File: src/rtl/gbg_pkg.sv
// ----------------------------------------------------------------------------
// gbg_pkg: shared definitions for the glyph blitter
// Field widths, reset values, register indexes and the structs that travel
// between the front end, the queue and the color back end.
// ----------------------------------------------------------------------------
package gbg_pkg;

  // Defaults for the top-level parameters.
  localparam int SCREEN_WIDTH_DEF   = 1920;
  localparam int SCREEN_HEIGHT_DEF  = 1080;
  localparam int RAMP_STEPS_DEF     = 8;
  localparam int GLYPH_MAX_SIDE_DEF = 256;

  // Fixed field widths.
  localparam int COVERAGE_W  = 8;
  localparam int PIX_COORD_W = 11;
  localparam int COLOR_W     = 32;
  localparam int ORIGIN_W    = 13;
  localparam int GEOM_W      = 9;
  localparam int CFG_DATA_W  = 32;
  localparam int CFG_INDEX_W = 3;
  // Signed screen coordinate: 13-bit origin plus a glyph offset below 1024.
  localparam int COORD_W     = 14;
  // Ramp index width for the largest ramp (16 steps).
  localparam int RAMP_IDX_W  = 4;
  // Depth of the queue between front and back end (power of two).
  localparam int FIFO_DEPTH  = 4;

  localparam logic [COVERAGE_W-1:0] COV_SPLIT    = 8'h80;
  localparam logic [7:0]            ALPHA_OPAQUE = 8'hFF;
  localparam logic [COLOR_W-1:0]    START_COLOR_RST = 32'hFFFF_FFFF;
  localparam logic [COLOR_W-1:0]    END_COLOR_RST   = 32'hFF40_4040;

  typedef enum logic [CFG_INDEX_W-1:0] {
    CFG_ORIGIN_X    = 3'd0,
    CFG_ORIGIN_Y    = 3'd1,
    CFG_GLYPH_WIDTH = 3'd2,
    CFG_GLYPH_ROWS  = 3'd3,
    CFG_START_COLOR = 3'd4,
    CFG_END_COLOR   = 3'd5
  } gbg_cfg_idx_t;

  // Placement and geometry seen by the front end; clear restarts the walk.
  typedef struct packed {
    logic [ORIGIN_W-1:0] origin_x;
    logic [ORIGIN_W-1:0] origin_y;
    logic [GEOM_W-1:0]   glyph_width;
    logic [GEOM_W-1:0]   glyph_rows;
    logic                clear;
  } gbg_geom_t;

  // One pixel write waiting for its color.
  typedef struct packed {
    logic [PIX_COORD_W-1:0] pixel_x;
    logic [PIX_COORD_W-1:0] pixel_y;
    logic                   grad;
    logic [COVERAGE_W-1:0]  coverage;
    logic [RAMP_IDX_W-1:0]  ramp_k;
  } gbg_entry_t;

endpackage

File: src/rtl/gbg_if.sv
// ----------------------------------------------------------------------------
// gbg_if: valid/ready channels of the glyph blitter
// Coverage input channel and pixel write output channel.
// ----------------------------------------------------------------------------
interface gbg_in_if;
  logic                             valid;
  logic                             ready;
  logic [gbg_pkg::COVERAGE_W-1:0]   coverage;

  modport source (output valid, output coverage, input ready);
  modport sink   (input valid, input coverage, output ready);
endinterface

interface gbg_out_if;
  logic                             valid;
  logic                             ready;
  logic [gbg_pkg::PIX_COORD_W-1:0]  pixel_x;
  logic [gbg_pkg::PIX_COORD_W-1:0]  pixel_y;
  logic [gbg_pkg::COLOR_W-1:0]      pixel_color;

  modport source (output valid, output pixel_x, output pixel_y, output pixel_color,
                  input ready);
  modport sink   (input valid, input pixel_x, input pixel_y, input pixel_color,
                  output ready);
endinterface

File: src/rtl/gbg_front.sv
// ----------------------------------------------------------------------------
// gbg_front: glyph walker and pixel classifier
// Tracks column and row within the glyph, places each beat on the screen,
// and forwards only visible, non-empty pixels to the queue.
// ----------------------------------------------------------------------------
module gbg_front #(
  parameter int SCREEN_WIDTH   = gbg_pkg::SCREEN_WIDTH_DEF,
  parameter int SCREEN_HEIGHT  = gbg_pkg::SCREEN_HEIGHT_DEF,
  parameter int RAMP_STEPS     = gbg_pkg::RAMP_STEPS_DEF,
  parameter int GLYPH_MAX_SIDE = gbg_pkg::GLYPH_MAX_SIDE_DEF
) (
  input  logic                             clk,
  input  logic                             rst_n,
  input  gbg_pkg::gbg_geom_t               geom,
  input  logic                             in_fire,
  input  logic [gbg_pkg::COVERAGE_W-1:0]   coverage,
  output logic                             push,
  output gbg_pkg::gbg_entry_t              entry
);

  localparam int LW    = $clog2(GLYPH_MAX_SIDE + 1);
  localparam int CMP_W = (LW > gbg_pkg::GEOM_W) ? LW : gbg_pkg::GEOM_W;
  localparam int CW    = gbg_pkg::COORD_W;
  localparam int KW    = gbg_pkg::RAMP_IDX_W;
  localparam logic [KW-1:0] K_MAX = KW'(RAMP_STEPS - 1);

  // Zero counts as one, anything above the maximum counts as the maximum.
  function automatic logic [LW-1:0] side_limit(input logic [gbg_pkg::GEOM_W-1:0] v);
    logic [CMP_W-1:0] w;
    w = CMP_W'(v);
    if (w == '0) return LW'(1);
    if (w > CMP_W'(GLYPH_MAX_SIDE)) return LW'(GLYPH_MAX_SIDE);
    return LW'(w);
  endfunction

  logic [LW-1:0] col_r, col_nxt;
  logic [LW-1:0] row_r, row_nxt;
  logic [1:0]    sub3_r, sub3_nxt;   // row modulo 3
  logic [KW-1:0] k_r, k_nxt;         // min(row / 3, RAMP_STEPS - 1)
  logic [LW-1:0] cols_lim, rows_lim;
  logic          row_wrap, col_wrap;
  logic          is_grey, is_grad, on_screen;
  logic signed [CW-1:0] px, py;

  assign cols_lim = side_limit(geom.glyph_width);
  assign rows_lim = side_limit(geom.glyph_rows);
  assign row_wrap = ((LW+1)'(row_r) + (LW+1)'(1)) >= (LW+1)'(rows_lim);
  assign col_wrap = ((LW+1)'(col_r) + (LW+1)'(1)) >= (LW+1)'(cols_lim);

  always_comb begin
    col_nxt  = col_r;
    row_nxt  = row_r;
    sub3_nxt = sub3_r;
    k_nxt    = k_r;
    if (geom.clear) begin
      col_nxt  = '0;
      row_nxt  = '0;
      sub3_nxt = '0;
      k_nxt    = '0;
    end else if (in_fire) begin
      if (row_wrap) begin
        row_nxt  = '0;
        sub3_nxt = '0;
        k_nxt    = '0;
        col_nxt  = col_wrap ? '0 : col_r + LW'(1);
      end else begin
        row_nxt = row_r + LW'(1);
        if (sub3_r == 2'd2) begin
          sub3_nxt = '0;
          if (k_r != K_MAX) k_nxt = k_r + KW'(1);
        end else begin
          sub3_nxt = sub3_r + 2'd1;
        end
      end
    end
  end

  always_ff @(posedge clk) begin
    if (!rst_n) begin
      col_r  <= '0;
      row_r  <= '0;
      sub3_r <= '0;
      k_r    <= '0;
    end else begin
      col_r  <= col_nxt;
      row_r  <= row_nxt;
      sub3_r <= sub3_nxt;
      k_r    <= k_nxt;
    end
  end

  assign px = CW'($signed(geom.origin_x)) + $signed(CW'(col_r));
  assign py = CW'($signed(geom.origin_y)) + $signed(CW'(row_r));

  assign on_screen = !px[CW-1] && (px < $signed(CW'(SCREEN_WIDTH))) &&
                     !py[CW-1] && (py < $signed(CW'(SCREEN_HEIGHT)));

  assign is_grey = (coverage != '0) && (coverage < gbg_pkg::COV_SPLIT);
  assign is_grad = coverage > gbg_pkg::COV_SPLIT;

  assign push = in_fire && (is_grey || is_grad) && on_screen;

  always_comb begin
    entry.pixel_x  = px[gbg_pkg::PIX_COORD_W-1:0];
    entry.pixel_y  = py[gbg_pkg::PIX_COORD_W-1:0];
    entry.grad     = is_grad;
    entry.coverage = coverage;
    entry.ramp_k   = k_r;
  end

  // The walk never leaves the glyph and the ramp index tracks the row.
  a_row_in_glyph: assert property (@(posedge clk) disable iff (!rst_n)
    row_r < rows_lim) else $error("row counter outside glyph");
  a_col_in_glyph: assert property (@(posedge clk) disable iff (!rst_n)
    col_r < cols_lim) else $error("column counter outside glyph");
  a_ramp_restart: assert property (@(posedge clk) disable iff (!rst_n)
    (row_r == '0) |-> (k_r == '0 && sub3_r == '0))
    else $error("ramp index not restarted with row");

endmodule

File: src/rtl/gbg_fifo.sv
// ----------------------------------------------------------------------------
// gbg_fifo: pixel queue between front and back end
// Small circular buffer that lets either side stall independently.
// ----------------------------------------------------------------------------
module gbg_fifo #(
  parameter int DEPTH = gbg_pkg::FIFO_DEPTH
) (
  input  logic                 clk,
  input  logic                 rst_n,
  input  logic                 push,
  input  gbg_pkg::gbg_entry_t  din,
  output logic                 full,
  input  logic                 pop,
  output logic                 valid,
  output gbg_pkg::gbg_entry_t  dout
);

  localparam int AW = $clog2(DEPTH);

  gbg_pkg::gbg_entry_t mem [DEPTH];
  logic [AW-1:0] wr_ptr_r, wr_ptr_nxt;
  logic [AW-1:0] rd_ptr_r, rd_ptr_nxt;
  logic [AW:0]   count_r, count_nxt;

  assign full  = count_r == (AW+1)'(DEPTH);
  assign valid = count_r != '0;
  assign dout  = mem[rd_ptr_r];

  always_comb begin
    wr_ptr_nxt = push ? wr_ptr_r + AW'(1) : wr_ptr_r;
    rd_ptr_nxt = pop  ? rd_ptr_r + AW'(1) : rd_ptr_r;
    count_nxt  = count_r + (AW+1)'(push) - (AW+1)'(pop);
  end

  always_ff @(posedge clk) begin
    if (!rst_n) begin
      wr_ptr_r <= '0;
      rd_ptr_r <= '0;
      count_r  <= '0;
    end else begin
      wr_ptr_r <= wr_ptr_nxt;
      rd_ptr_r <= rd_ptr_nxt;
      count_r  <= count_nxt;
    end
  end

  always_ff @(posedge clk) begin
    if (push) mem[wr_ptr_r] <= din;
  end

  a_no_overflow: assert property (@(posedge clk) disable iff (!rst_n)
    !(push && full)) else $error("queue written while full");
  a_no_underflow: assert property (@(posedge clk) disable iff (!rst_n)
    !(pop && !valid)) else $error("queue read while empty");
  a_count_bound: assert property (@(posedge clk) disable iff (!rst_n)
    count_r <= (AW+1)'(DEPTH)) else $error("queue count out of range");

endmodule

File: src/rtl/gbg_back.sv
// ----------------------------------------------------------------------------
// gbg_back: color back end
// Two-stage pipeline: weighted channel sums, then an exact divide by the
// ramp denominator through a reciprocal multiply, into the output register.
// ----------------------------------------------------------------------------
module gbg_back #(
  parameter int RAMP_STEPS = gbg_pkg::RAMP_STEPS_DEF
) (
  input  logic                          clk,
  input  logic                          rst_n,
  input  logic [gbg_pkg::COLOR_W-1:0]   start_color,
  input  logic [gbg_pkg::COLOR_W-1:0]   end_color,
  input  logic                          entry_valid,
  input  gbg_pkg::gbg_entry_t           entry,
  output logic                          pop,
  gbg_out_if.source                     out_beat
);

  localparam int DEN    = RAMP_STEPS - 1;
  localparam int IW     = $clog2(RAMP_STEPS);
  localparam int SUM_W  = 8 + IW;
  // Reciprocal with enough fraction bits to be exact for every sum.
  localparam int SHIFT  = SUM_W + 2 * IW;
  localparam int RECIP_W = SHIFT + 1;
  localparam logic [RECIP_W-1:0] RECIP = RECIP_W'(((1 << SHIFT) + DEN - 1) / DEN);
  localparam int PROD_W = SUM_W + RECIP_W;
  localparam int XW     = gbg_pkg::PIX_COORD_W;

  logic                          a_valid_r;
  logic [XW-1:0]                 a_x_r, a_y_r;
  logic                          a_grad_r;
  logic [gbg_pkg::COLOR_W-1:0]   a_grey_r;
  logic [SUM_W-1:0]              a_sum_r [4];
  logic [SUM_W-1:0]              sum_nxt [4];

  logic                          b_valid_r;
  logic [XW-1:0]                 b_x_r, b_y_r;
  logic [gbg_pkg::COLOR_W-1:0]   b_color_r, color_nxt;

  logic          adv_a, adv_b;
  logic [IW-1:0] w_end, w_start;
  logic [PROD_W-1:0] prod [4];

  assign adv_b = !b_valid_r || out_beat.ready;
  assign adv_a = !a_valid_r || adv_b;
  assign pop   = entry_valid && adv_a;

  assign w_end   = IW'(entry.ramp_k);
  assign w_start = IW'(DEN) - w_end;

  always_comb begin
    for (int c = 0; c < 4; c++) begin
      sum_nxt[c] = SUM_W'(start_color[8*c +: 8]) * SUM_W'(w_start) +
                   SUM_W'(end_color[8*c +: 8]) * SUM_W'(w_end);
    end
  end

  always_ff @(posedge clk) begin
    if (!rst_n) begin
      a_valid_r <= 1'b0;
    end else if (adv_a) begin
      a_valid_r <= entry_valid;
    end
  end

  always_ff @(posedge clk) begin
    if (pop) begin
      a_x_r    <= entry.pixel_x;
      a_y_r    <= entry.pixel_y;
      a_grad_r <= entry.grad;
      a_grey_r <= {gbg_pkg::ALPHA_OPAQUE, entry.coverage, entry.coverage, entry.coverage};
      for (int c = 0; c < 4; c++) a_sum_r[c] <= sum_nxt[c];
    end
  end

  always_comb begin
    for (int c = 0; c < 4; c++) begin
      prod[c] = PROD_W'(a_sum_r[c]) * PROD_W'(RECIP);
    end
    color_nxt = a_grey_r;
    if (a_grad_r) begin
      color_nxt = {prod[3][SHIFT +: 8], prod[2][SHIFT +: 8],
                   prod[1][SHIFT +: 8], prod[0][SHIFT +: 8]};
    end
  end

  always_ff @(posedge clk) begin
    if (!rst_n) begin
      b_valid_r <= 1'b0;
    end else if (adv_b) begin
      b_valid_r <= a_valid_r;
    end
  end

  always_ff @(posedge clk) begin
    if (adv_b && a_valid_r) begin
      b_x_r     <= a_x_r;
      b_y_r     <= a_y_r;
      b_color_r <= color_nxt;
    end
  end

  assign out_beat.valid       = b_valid_r;
  assign out_beat.pixel_x     = b_x_r;
  assign out_beat.pixel_y     = b_y_r;
  assign out_beat.pixel_color = b_color_r;

  a_hold_when_stalled: assert property (@(posedge clk) disable iff (!rst_n)
    (b_valid_r && !out_beat.ready) |=> (b_valid_r && $stable(b_color_r)))
    else $error("output register changed under stall");
  a_stage_a_held: assert property (@(posedge clk) disable iff (!rst_n)
    (a_valid_r && !adv_a) |=> a_valid_r) else $error("stage A dropped a beat");
  a_pop_needs_room: assert property (@(posedge clk) disable iff (!rst_n)
    pop |-> (!a_valid_r || !b_valid_r || out_beat.ready))
    else $error("queue popped into a full pipeline");

endmodule

File: src/rtl/glyph_blit_gradient.sv
// ----------------------------------------------------------------------------
// glyph_blit_gradient: glyph coverage blitter with screen clipping
// Turns a column-major stream of glyph coverage bytes into pixel writes:
// grey for low coverage, a vertical color ramp for high coverage.
// ----------------------------------------------------------------------------
//
//  Channel   Dir  Handshake          Payload
//  in_beat   in   valid/ready        coverage[7:0]
//  out_beat  out  valid/ready        pixel_x[10:0], pixel_y[10:0], pixel_color[31:0]
//  cfg_*     in   cfg_we, no stall   cfg_index[2:0], cfg_data[31:0]
//
//  One coverage beat is accepted every cycle while the four-entry queue has
//  room. A visible pixel passes through the queue, the channel-sum stage
//  and the reciprocal-multiply stage on its way to out_beat; a stall can
//  hold it in any of them. Beats that write nothing leave no trace downstream.
//  Reset is synchronous and active low; it clears counters, queue and valids
//  and loads the register reset values. A stall on out_beat fills the
//  pipeline and then the queue before in_beat.ready drops.
//
module glyph_blit_gradient #(
  parameter int SCREEN_WIDTH   = gbg_pkg::SCREEN_WIDTH_DEF,
  parameter int SCREEN_HEIGHT  = gbg_pkg::SCREEN_HEIGHT_DEF,
  parameter int RAMP_STEPS     = gbg_pkg::RAMP_STEPS_DEF,
  parameter int GLYPH_MAX_SIDE = gbg_pkg::GLYPH_MAX_SIDE_DEF
) (
  input  logic                              clk,
  input  logic                              rst_n,
  gbg_in_if.sink                            in_beat,
  gbg_out_if.source                         out_beat,
  input  logic                              cfg_we,
  input  logic [gbg_pkg::CFG_INDEX_W-1:0]   cfg_index,
  input  logic [gbg_pkg::CFG_DATA_W-1:0]    cfg_data
);

  // Configuration registers. Glyph width and row writes also restart the glyph walk.
  logic [gbg_pkg::ORIGIN_W-1:0] origin_x_r, origin_y_r;
  logic [gbg_pkg::GEOM_W-1:0]   glyph_width_r, glyph_rows_r;
  logic [gbg_pkg::COLOR_W-1:0]  start_color_r, end_color_r;
  logic                         geom_clear;

  gbg_pkg::gbg_geom_t  geom;
  gbg_pkg::gbg_entry_t push_entry, head_entry;
  logic in_fire, push, fifo_full, fifo_valid, pop;

  always_ff @(posedge clk) begin
    if (!rst_n) begin
      origin_x_r    <= '0;
      origin_y_r    <= '0;
      glyph_width_r <= gbg_pkg::GEOM_W'(1);
      glyph_rows_r  <= gbg_pkg::GEOM_W'(1);
      start_color_r <= gbg_pkg::START_COLOR_RST;
      end_color_r   <= gbg_pkg::END_COLOR_RST;
    end else if (cfg_we) begin
      unique case (gbg_pkg::gbg_cfg_idx_t'(cfg_index))
        gbg_pkg::CFG_ORIGIN_X:    origin_x_r    <= cfg_data[gbg_pkg::ORIGIN_W-1:0];
        gbg_pkg::CFG_ORIGIN_Y:    origin_y_r    <= cfg_data[gbg_pkg::ORIGIN_W-1:0];
        gbg_pkg::CFG_GLYPH_WIDTH: glyph_width_r <= cfg_data[gbg_pkg::GEOM_W-1:0];
        gbg_pkg::CFG_GLYPH_ROWS:  glyph_rows_r  <= cfg_data[gbg_pkg::GEOM_W-1:0];
        gbg_pkg::CFG_START_COLOR: start_color_r <= cfg_data;
        gbg_pkg::CFG_END_COLOR:   end_color_r   <= cfg_data;
        default: ;  // Unknown indexes are ignored.
      endcase
    end
  end

  assign geom_clear =
    cfg_we && ((gbg_pkg::gbg_cfg_idx_t'(cfg_index) == gbg_pkg::CFG_GLYPH_WIDTH) ||
               (gbg_pkg::gbg_cfg_idx_t'(cfg_index) == gbg_pkg::CFG_GLYPH_ROWS));

  always_comb begin
    geom.origin_x    = origin_x_r;
    geom.origin_y    = origin_y_r;
    geom.glyph_width = glyph_width_r;
    geom.glyph_rows  = glyph_rows_r;
    geom.clear       = geom_clear;
  end

  // Every beat is accepted while the queue has room, including the ones
  // that end up writing nothing.
  assign in_beat.ready = !fifo_full;
  assign in_fire       = in_beat.valid && !fifo_full;

  gbg_front #(
    .SCREEN_WIDTH   (SCREEN_WIDTH),
    .SCREEN_HEIGHT  (SCREEN_HEIGHT),
    .RAMP_STEPS     (RAMP_STEPS),
    .GLYPH_MAX_SIDE (GLYPH_MAX_SIDE)
  ) u_front (
    .clk      (clk),
    .rst_n    (rst_n),
    .geom     (geom),
    .in_fire  (in_fire),
    .coverage (in_beat.coverage),
    .push     (push),
    .entry    (push_entry)
  );

  gbg_fifo #(
    .DEPTH (gbg_pkg::FIFO_DEPTH)
  ) u_fifo (
    .clk   (clk),
    .rst_n (rst_n),
    .push  (push),
    .din   (push_entry),
    .full  (fifo_full),
    .pop   (pop),
    .valid (fifo_valid),
    .dout  (head_entry)
  );

  gbg_back #(
    .RAMP_STEPS (RAMP_STEPS)
  ) u_back (
    .clk         (clk),
    .rst_n       (rst_n),
    .start_color (start_color_r),
    .end_color   (end_color_r),
    .entry_valid (fifo_valid),
    .entry       (head_entry),
    .pop         (pop),
    .out_beat    (out_beat)
  );

endmodule

File: src/flat_wrapper.sv
// flat-port wrapper written by rule: the top's interface ports become plain ports
module glyph_blit_gradient_flat 
#(
  parameter int SCREEN_WIDTH   = gbg_pkg::SCREEN_WIDTH_DEF,
  parameter int SCREEN_HEIGHT  = gbg_pkg::SCREEN_HEIGHT_DEF,
  parameter int RAMP_STEPS     = gbg_pkg::RAMP_STEPS_DEF,
  parameter int GLYPH_MAX_SIDE = gbg_pkg::GLYPH_MAX_SIDE_DEF
)
  (clk, rst_n, cfg_we, cfg_index, cfg_data, in_beat_valid, in_beat_coverage, in_beat_ready, out_beat_valid, out_beat_pixel_x, out_beat_pixel_y, out_beat_pixel_color, out_beat_ready);
  gbg_in_if in_beat_i ();
  gbg_out_if out_beat_i ();
  input  logic clk;
  input  logic rst_n;
  input  logic cfg_we;
  input  logic [gbg_pkg::CFG_INDEX_W-1:0] cfg_index;
  input  logic [gbg_pkg::CFG_DATA_W-1:0] cfg_data;
  input wire logic [$bits(in_beat_i.valid)-1:0] in_beat_valid;
  input wire logic [$bits(in_beat_i.coverage)-1:0] in_beat_coverage;
  output wire logic [$bits(in_beat_i.ready)-1:0] in_beat_ready;
  output wire logic [$bits(out_beat_i.valid)-1:0] out_beat_valid;
  output wire logic [$bits(out_beat_i.pixel_x)-1:0] out_beat_pixel_x;
  output wire logic [$bits(out_beat_i.pixel_y)-1:0] out_beat_pixel_y;
  output wire logic [$bits(out_beat_i.pixel_color)-1:0] out_beat_pixel_color;
  input wire logic [$bits(out_beat_i.ready)-1:0] out_beat_ready;
  assign in_beat_i.valid = in_beat_valid;
  assign in_beat_i.coverage = in_beat_coverage;
  assign in_beat_ready = in_beat_i.ready;
  assign out_beat_valid = out_beat_i.valid;
  assign out_beat_pixel_x = out_beat_i.pixel_x;
  assign out_beat_pixel_y = out_beat_i.pixel_y;
  assign out_beat_pixel_color = out_beat_i.pixel_color;
  assign out_beat_i.ready = out_beat_ready;
  glyph_blit_gradient #(.SCREEN_WIDTH(SCREEN_WIDTH), .SCREEN_HEIGHT(SCREEN_HEIGHT), .RAMP_STEPS(RAMP_STEPS), .GLYPH_MAX_SIDE(GLYPH_MAX_SIDE)) u_core (.clk(clk), .rst_n(rst_n), .in_beat(in_beat_i), .out_beat(out_beat_i), .cfg_we(cfg_we), .cfg_index(cfg_index), .cfg_data(cfg_data));
endmodule
File: config.mk
export PLATFORM = sky130hd
export DESIGN_NAME = glyph_blit_gradient_flat
export DESIGN_NICKNAME = d
export VERILOG_FILES = /design/src/rtl/gbg_pkg.sv /design/src/rtl/gbg_if.sv /design/src/rtl/gbg_front.sv /design/src/rtl/gbg_fifo.sv /design/src/rtl/gbg_back.sv /design/src/rtl/glyph_blit_gradient.sv /design/src/flat_wrapper.sv
export SDC_FILE = /design/constraint.sdc
export NUM_CORES = 1
export LEC_CHECK = 0
export BUFFER_PORTS_ARGS = -buffer_cell sky130_fd_sc_hd__buf_4
export CAP_MARGIN = 20
export CORE_UTILIZATION = 40
export DETAILED_ROUTE_END_ITERATION = 12
export RECOVER_POWER = 50
export REMOVE_ABC_BUFFERS = 1
export SYNTH_ARGS = -nofsm -noshare
export SYNTH_HDL_FRONTEND = slang
export SYNTH_SLANG_ARGS = --single-unit
File: constraint.sdc
create_clock -name clk -period 6.6 [get_ports clk]
set_input_delay 0.66 -clock clk [delete_from_list [all_inputs] [get_ports clk]]
set_output_delay 0.66 -clock clk [all_outputs]
set_load 0.05 [all_outputs]
* Word-level counts from Yosys, hierarchy flattened
Memories as Yosys holds them, arrays and structs flattened. A register that Yosys moved wholly into a read port is not among the register bits.
Index checks and enable logic that the tools add are counted.
Widths: inputs -> output; s select.
** Storage, ports and cells
- Memories :: 2
- Logic and storage cells :: 134
- Latch bits :: 0
- Memory bits (writable) :: 184
- Register bits after elaboration :: 242
- Output and inout bits :: 56
- Input bits :: 48
- ROM bits :: 0
** Cells by class
- Reduce and logical (&&, ||, !) cells :: 35
- Bitwise operators :: 1
- Divide/modulo/power cells :: 0
- Eq/ne operators :: 8
- Shift operators :: 0
- Multiply operators :: 12
- Magnitude comparators :: 8
- Muxes and demuxes :: 28
- Add/subtract/negate cells :: 17
** Memories
- u_core.u_fifo.mem :: depth 4, width 35, read ports 1, clocked after memory_dff 1, wr ports 1, RTL line gbg_fifo.sv:20 : gbg_pkg::gbg_entry_t mem [DEPTH];
- u_core.u_back.a_sum_r :: depth 4, width 11, read ports 4, clocked after memory_dff 0, wr ports 4, RTL line gbg_back.sv:33 : logic [SUM_W-1:0] a_sum_r [4];
** Operators by type and width (number)
- $mul 11x15->25 const B :: 4
- $mux 9 :: 10
- $mul 8x3->11 :: 8
- $add 11x11->11 :: 4
- $add 13x10->14 :: 2
- $lt 14x12->1 const B :: 2
- $mux 24 :: 1
- $add 9x1->10 const B :: 2
- $ge 10x9->1 :: 2
- $add 9x1->9 const B :: 2
- $gt 9x9->1 const B :: 2
- $logic_not 9->1 :: 2
- $reduce_and 2->1 :: 7
- $mux 4 :: 3
- $logic_and 1x1->1 :: 10
- $mux 1 :: 10
- $eq 3x3->1 const B :: 3
- $gt 8x8->1 const B :: 1
- $lt 8x8->1 const B :: 1
- $mux 2 :: 4
- $reduce_bool 8->1 :: 1
- $add 2x1->2 const B :: 3
- $eq 3x2->1 const B :: 2
- $logic_not 1->1 :: 5
- 14 further kinds :: 18

* Depth between registers and ports, before layout
Gate-level depths: netlist of the first run.
- Depth in word-level cells :: 8
- Gate-level depth with buffers :: 22
- Gate-level depth less buffers :: 20

* Cells and area by module
Synthesis of the first run repeated with hierarchy kept, for this count alone.
** Unflattened totals
- Cell total of the unflattened synthesis :: 2563
- Area total of the unflattened synthesis :: 29335.6 um^2
** Modules (own cells, without submodules)
- gbg_back :: seq. area each 3913.8 um^2, instances 1, cells each 1563, area each 16724.8 um^2
- gbg_fifo :: seq. area each 4384.2 um^2, instances 1, cells each 226, area each 5546.6 um^2
- glyph_blit_gradient :: seq. area each 2162.1 um^2, instances 1, cells each 418, area each 4272.8 um^2
- gbg_front :: seq. area each 480.5 um^2, instances 1, cells each 356, area each 2791.4 um^2

* Worst setup path before layout of the first run
Ideal clock, no wire load.
- Kind :: input to register
- Start :: input out_beat_ready
- End :: register u_core.u_fifo.count_r[2]
- Setup time :: 0.115 ns
- Buffers on the path :: 0
- Slack :: 0.231 ns
- Stages :: 10
- Arrival :: 6.254 ns
- Data required time :: 6.485 ns
- Cells stage by stage :: nor2b_1 -> a21oi_1 -> ha_1 -> inv_1 -> ha_1 -> inv_1 -> fa_1 -> xnor2_1 -> xnor2_1 -> and2_1
** On the way
- Cells in the longest elaborated chain, start to end :: 4
** RTL lines
- start: declaration :: RTL line flat_wrapper.sv:24 : input wire logic [$bits(out_beat_i.ready)-1:0] out_beat_ready;
- $logic_or 1x1->1 :: RTL line gbg_back.sv:44 : assign adv_b = !b_valid_r || out_beat.ready;
- $logic_or 1x1->1 :: RTL line gbg_back.sv:45 : assign adv_a = !a_valid_r || adv_b;
- $logic_and 1x1->1 :: RTL line gbg_back.sv:46 : assign pop = entry_valid && adv_a;
- named net u_core.pop :: RTL line glyph_blit_gradient.sv:43 : logic in_fire, push, fifo_full, fifo_valid, pop;
- $sub 3x1->3 :: RTL line gbg_fifo.sv:32 : count_nxt = count_r + (AW+1)'(push) - (AW+1)'(pop);
- end signal: assignment :: RTL line gbg_fifo.sv:43 : count_r <= count_nxt;
- end: declaration :: RTL line gbg_fifo.sv:23 : logic [AW:0] count_r, count_nxt;
The timed path passes the listed nets, and every way through them passes these cells.
A chain may end at the register's enable or synchronous reset.

==> results.md, run 1 <==
* Initial antenna violation count at 1
* Drt wl/cell at 16.9 um
* Synth cell types at ~70
* Sink Count at 408
* Crit start category: flip-flop
* WL met3 at 2360 um
* Setup Skew at 0.0547 ns
* Crit path required time at 6.94 ns
* Synth Instances at 2577
* CP arrival at about 5.6 ns
* Fill cells at 6500
* Syn Area/Cell at 10.9 um2
* Maximum fanout along the worst path at 25
* Clock Tree Root: clkbuf_16
* Grt total ovfl at 0
* Routed Antenna Nets at 0
* Routed WL at just over 60000 um
* Number of synthesized flops with an enable pin at between 200 and 300
* Reg clk slew, reported paths at 0.06 ns
* Met2 wire len at 30800 um
* Outcome: complete, but fails checks
* IO Port Bufs at 103
* Uppermost layer routed: met4
* Register Area at 10800 um2
* Register area share after synthesis at 38.4%
* Bufs on Longest Clock Path at 3
* Tcrit/Tclk final at 79.1%
* Tightest Pin Transition at 3.40 ns
* CP Capture Type: flip-flop
* Mapped Area at 28200 um2
* Overall via count from detail_route at 18.6k
* Final WS setup at 1.38 ns
* All-layer global routing usage at 17.8%
* CTS buffer count at 47
* Clk_lat worst skew at 0.62 ns
* Initial DRC Count at 980
* DRC viols at 0
* Largest net degree at the start of global routing at 117
* Max-cap viol count at 5
* CORE AREA at 69200 um2
* Synth area leaders: edfxtp_1 (28%), ha_1 (17%), fa_1 (13%)
* DRT Pass-1 Iters at 7
* Final core occ at 45.7%
* H-tree depth at 2
* Final Wtd Congestion at approximately 0.85
* Post_cts resized at 0
* Asr flop ratio synth at 0%
* Seq cells post-synth at around 400
* Area leader, netlist: edfxtp_1
* Hpwl dp at 46000 um
* Failing checks: max-capacitance violations, max-slew violations
* Layout area overhead at 12.1%
* CP Class: flip-flop to flip-flop
* Share of post-route cells with drive strength above 1 at 7.48%
* Cell row count at 96
* YS warnings at 0
* First-pass GRT wire length at 99800 um
* Die width at 267 um
* RSZ-0062 raised after global routing: no
* Initial Util at about two fifths
* # IOs at approximately 100
* Die area at 71500 um2
* Via/cell ratio at 5.09
* Max Slew Vio Count at 232
* Synth top area share at ~28%
* Area of the multi-input gates at 16000 um2
* CTS hold repair buffers at 0
* Final net count at around 3.3k
* Die height at 267 um
* Hold WS at 0.282 ns
* Vias in the first global route at 19.3k
* Fin. Hold Viols at 0
* Min-Delay Path Class: primary input to flip-flop
* Pre-CTS setup slack at 1.50 ns
* Fmax at 192 MHz
* CTS tree: built
* Setup Buffers After CTS at 0
* Max_slew headroom at -126%
* Final setup vio count at 0
* Main flop type after synthesis: edfxtp_1
* Final min period at 5.22 ns
* M1 WL at 27000 um
[worst max-delay path: stages, from the launching register on]
cell and delay (ns):
dfxtp_1 0.52, mux2_1 0.40, o21a_1 0.54, and2_1 0.36
fa_1 0.48, inv_1 0.06, fa_1 0.50, fa_1 0.54
inv_1 0.07, fa_1 0.45, a21oi_1 0.15, nor2_1 0.06
nor2_1 0.15, o21bai_1 0.08, a21oi_1 0.22, o21bai_1 0.09
a21oi_1 0.18, xnor2_1 0.11
[registers in the layout, summed over array words and instances, names as in the netlist, 2 cells and up, named ones only]
signal                              flops
u_core.u_fifo.wr_ptr_r                  2
u_core.u_back.out_beat.pixel_x         11
u_core.u_front.sub3_r                   2
u_core.u_back.out_beat.pixel_y         11
u_core.u_front.k_r                      4
u_core.start_color_r                   32
u_core.u_back.a_x_r                    11
u_core.u_back.out_beat.pixel_color     32
u_core.glyph_width_r                    9
u_core.u_back.a_y_r                    11
u_core.u_front.col_r                    9
u_core.u_fifo.mem                     136
u_core.u_back.a_grey_r                  8
u_core.u_front.row_r                    9
u_core.glyph_rows_r                     9
u_core.u_back.a_sum_r                  44
u_core.u_fifo.count_r                   3
u_core.u_fifo.rd_ptr_r                  2
u_core.origin_x_r                      13
u_core.origin_y_r                      13
u_core.end_color_r                     32
[cells in the mapped netlist (all sizes together), types with 4 or more instances]
cell type and n:
and2 106, o2111ai 4, inv 296, dfxtp 143, mux2 5, buf 8, o211ai 9, nand2 404
a21boi 66, a31o 5, fa 187, nand3 81, nor4 8, a31oi 15, o21a 20, mux2i 8
o21bai 16, clkbuf 63, nand2b 9, o31ai 7, nor3 23, mux4 31, nand4 9, or2 5
xnor2 70, a21oi 76, nand4b 5, and3 16, a21o 36, nor2b 19, edfxtp 265, or3 6
a211o 5, xor2 25, ha 377, o21ai 40, nor2 59, a211oi 9
[cell usage in the layout, fill, tap and decap left out, drive strengths merged, types with 6 or more instances in the layout]
cell / synthesis / layout
mux4: 31 / 31
o21ai: 40 / 40
o21bai: 16 / 16
a211oi: 9 / 9
a21o: 36 / 36
fa: 187 / 187
clkinv: 2 / 21
xor2: 25 / 25
a31oi: 15 / 15
a21boi: 66 / 66
o21a: 20 / 20
edfxtp: 265 / 265
o31ai: 7 / 7
bufinv: 0 / 10
nand2: 404 / 404
xnor2: 70 / 70
o211ai: 9 / 9
inv: 296 / 298
nor2b: 19 / 19
nor4: 8 / 8
nor2: 59 / 59
nand4: 9 / 9
nand3: 81 / 81
and3: 16 / 16
dfxtp: 143 / 143
nor3: 23 / 23
mux2i: 8 / 8
nand2b: 9 / 9
and2: 106 / 106
clkbuf: 63 / 123
a21oi: 76 / 76
buf: 8 / 60
ha: 377 / 377
or3: 6 / 6
[metrics by stage]
stage	instance area [um2]	TNS (ns)	cells
floorplan	27900	-1.48	2509
global placement	30100	0	3568
detailed placement	30100	0	3568
CTS	31800	0	3656
global route	31600	0	3658
finish	31600	0	3659
[worst paths after layout]
kind / from / endpoint / slack (ns) / cells past startpoint
setup / recovery: flip-flop / u_core.u_back.a_sum_r[0][10] / 1.38 / 17
hold / removal: cfg_data[19] / u_core.start_color_r[19] / 0.28 / 3
setup reg to reg: flip-flop / u_core.u_back.a_sum_r[0][10] / 1.38 / 17
hold reg to reg: u_core.u_back.a_y_r[4] / u_core.u_back.out_beat.pixel_y[4] / 0.42 / 0
[layer usage]
metal | track usage [%] | vias to the layer above
met2 | 31.4 | 310
met1 | 22.4 | 9199
met5 | 0 | -
met3 | 2.41 | 75
met4 | 5.62 | 0
li1 | - | 9056
[layout make-up]
| cell class | count | share of cell area, % |
|---|---|---|
| Inverter | 298 | 3.54 |
| Multi-Input combinational cell | 1803 | 50.7 |
| Clock buffer | 53 | 3.89 |
| Clock inverter | 35 | 1.66 |
| Timing Repair Buffer | 130 | 2.26 |
| Antenna cell | 1 | 0.00792 |
| Sequential cell | 408 | 34.2 |
| Tap cell | 931 | 3.69 |
[kinds of logic (layout without fill, tap and decap cells)]
kind of cell    Yosys count  after routing  share of synthesized area (%)
simple gates            758            758                           12.4
mux                      44             44                           2.96
other cells               1              5                         0.0133
compound gates          338            338                           8.33
buf+inv                 369            516                           4.95
fa+ha+maj               564            564                           30.0
flops                   408            408                           38.4
xor+xnor                 95             95                           2.95
Power of run 1 is left out: the tool's default activity adds up to more than one toggle a clock period on the data nets, which glitch-free logic cannot reach.
==> inputs of run 2 (changes only) <==
Clock period 6.6 ns to 4.6 ns, I/O delays scaled along.
==> run 2 against run 1 <==
Worst setup slack got worse by 1.3 ns; wire length is 2.2% higher; critical endpoint is now u_core.u_back.a_sum_r[2][10]; sequential share of layout area fell by 0.85 points; largest cell class unchanged; critical path depth up 3; the run still ends with max-capacitance violations, max-slew violations left; non-clock buffer count increased by 76.
==> results.md, run 2 (synthesis gave the netlist of run 1 again) <==
* CORE AREA at 69200 um2
* Max Slew Vio Count at around 130
* Setup Skew at 0.0635 ns
* Share of post-route cells with drive strength above 1 at about an eighth
* Routed WL at 63100 um
* IO Port Bufs at just over 100
* Hold Path Cell Cnt at 3
* Die height at 267 um
* Crit start category: flip-flop
* Largest net degree at the start of global routing at 97
* CTS tree: built
* Bufs on Longest Clock Path at 3
* Min-Delay Path Class: primary input to flip-flop
* Clk_lat worst skew at between 0.6 and 0.7 ns
* Biggest register: u_core.u_fifo.mem
* Outcome: complete, but fails checks
* # IOs at 104
* Final min period at around 4.5 ns
* All-layer global routing usage at 17.8%
* Layout area overhead at 15.0%
* Largest registers: u_core.u_fifo.mem x136, u_core.u_back.a_sum_r x44
* R2R setup slack at 0.13 ns
* CP arrival at 4.78 ns
* Drt wl/cell at between 15 and 20 um
* CTS buffer count at 46
* Commonest non-fill, non-tap cells in the layout: nand2_1 (402), ha_1 (363), inv_1 (291), edfxtp_1 (265), fa_1 (181)
* Placement Cell Area at 30600 um2
* Placed cells at 3621
* Reg2reg path depth at 20
* Vias in the first global route at 19.5k
* Grt total ovfl at 0
* CP Class: flip-flop to flip-flop
* Die area at 71500 um2
* Die width at 267 um
* Clock Tree Root: clkbuf_16
* Tcrit/Tclk final at 97.2%
* CP Capture Type: flip-flop
* Commonest non-fill, non-tap cell in the layout: nand2_1
* Initial Util at 40.7%
* Max_slew headroom at -152%
* Hpwl dp at 47100 um
* Largest register FFs at roughly 140
* Sink Count at around 410
* Max-cap viol count at 2
* Reg clk slew, reported paths at 0.06 ns
* Hold WS at 0.0837 ns
* Failing checks: max-capacitance violations, max-slew violations
* Min-Delay Endpoint: u_core.start_color_r[23]
* Maximum fanout along the worst path at 8
* Tightest Pin Transition at 3.79 ns
* Overall via count from detail_route at 18.9k
* CTS hold repair buffers at 0
* Final setup vio count at 0
* R2r endpoint: u_core.u_back.a_sum_r[2][10]
* Hold Crit Start: cfg_data[23]
* Initial DRC Count at slightly below 900
* Final net count at 3375
* H-tree depth at 2
* Final core occ at 46.8%
* Final instance area at 32400 um2
* Via/cell ratio at 5.07
* RSZ-0062 raised after global routing: yes
* Fmax at around 220 MHz
* Final Wtd Congestion at 0.860
* Fill cells at 6491
* Routed Antenna Nets at 0
* First-pass GRT wire length at 100000 um
* DRC viols at 0
* Fin. Hold Viols at 0
* Crit path required time at 4.91 ns
* Cell row count at 96
* Finished Layout Cells at 3733
* DRT Pass-1 Iters at 5
* Initial antenna violation count at 0
run 2: changes by cell type in the layout (fill, tap and decap cells not counted), moves of 6 or more:
| cell | before | now |
|---|---|---|
| a21oi_1 | 74 | 61 |
| a21oi_2 | 1 | 15 |
| buf_12 | 0 | 7 |
| buf_4 | 60 | 118 |
| buf_6 | 0 | 8 |
| bufinv_16 | 10 | 2 |
| fa_1 | 187 | 181 |
| fa_2 | 0 | 6 |
| ha_1 | 377 | 363 |
| ha_2 | 0 | 6 |
| ha_4 | 0 | 8 |
run 2: metal layers:
metal	global-route usage [%]	routed length [um]	share of wire (%)
met3	2.14	2020	3.2
met2	31.6	31500	50
met1	22.0	27500	44
met4	6.76	2070	3.3
met5	0	0	0
run 2: stage by stage:
step	setup TNS (ns)	worst slack (ns)
after floorplan	-103.50	-2.33
after detailed placement	-0.250	-0.0953
after global routing	-0.175	-0.0541
after global placement	-0.0173	-0.0173
after CTS	-0.0520	-0.0520
final	0	0.127
run 2: worst max path at each step:
stage | slack [ns] | cells past startpoint | end | from
3_3_place_gp | -0.02 | 18 | u_core.u_back.a_sum_r[2][10] | flip-flop
2_1_floorplan | -2.33 | 15 | u_core.u_back.a_sum_r[1][10] | flip-flop
5_1_grt | -0.05 | 20 | u_core.u_back.a_sum_r[2][10] | flip-flop
3_5_place_dp | -0.1 | 17 | u_core.u_back.a_sum_r[1][10] | flip-flop
6_report | 0.13 | 20 | u_core.u_back.a_sum_r[2][10] | flip-flop
4_1_cts | -0.05 | 18 | u_core.u_back.a_sum_r[2][10] | flip-flop
run 2: area by class of cell:
cell class	count	area [um2]	area share, %
inverters	298	1120	3.45
multi-input cells	1803	16300	50.3
flip-flops and latches	408	10800	33.4
clock buffers	62	1290	3.99
clock inverters	24	268	0.826
well taps	931	1160	3.59
repair buffers	206	1430	4.40
diodes	1	2.50	0.00772
run 2: what timing repair did:
item | 4_1_cts | 5_1_grt
endpoints found under the setup margin | 7 | 26
gates resized for setup | 4 | 74
pin swaps | 3 | 54
setup buffers | 1 | 23
cloned | 0 | 1
run 2: critical path, stage by stage (launching register included):
cell and delay, ns:
dfxtp_4 0.41, mux2_4 0.32, buf_4 0.14, o21ai_4 0.22, buf_12 0.16, buf_4 0.11, buf_4 0.10, nand2_1 0.06
fa_1 0.54, inv_1 0.05, fa_1 0.47, inv_1 0.05, fa_1 0.52, inv_1 0.06, ha_4 0.29, inv_1 0.04
o21bai_1 0.16, a21oi_2 0.09, o21bai_1 0.17, a21oi_2 0.08, xnor2_1 0.12
Power of run 2 is left out for the same reason.
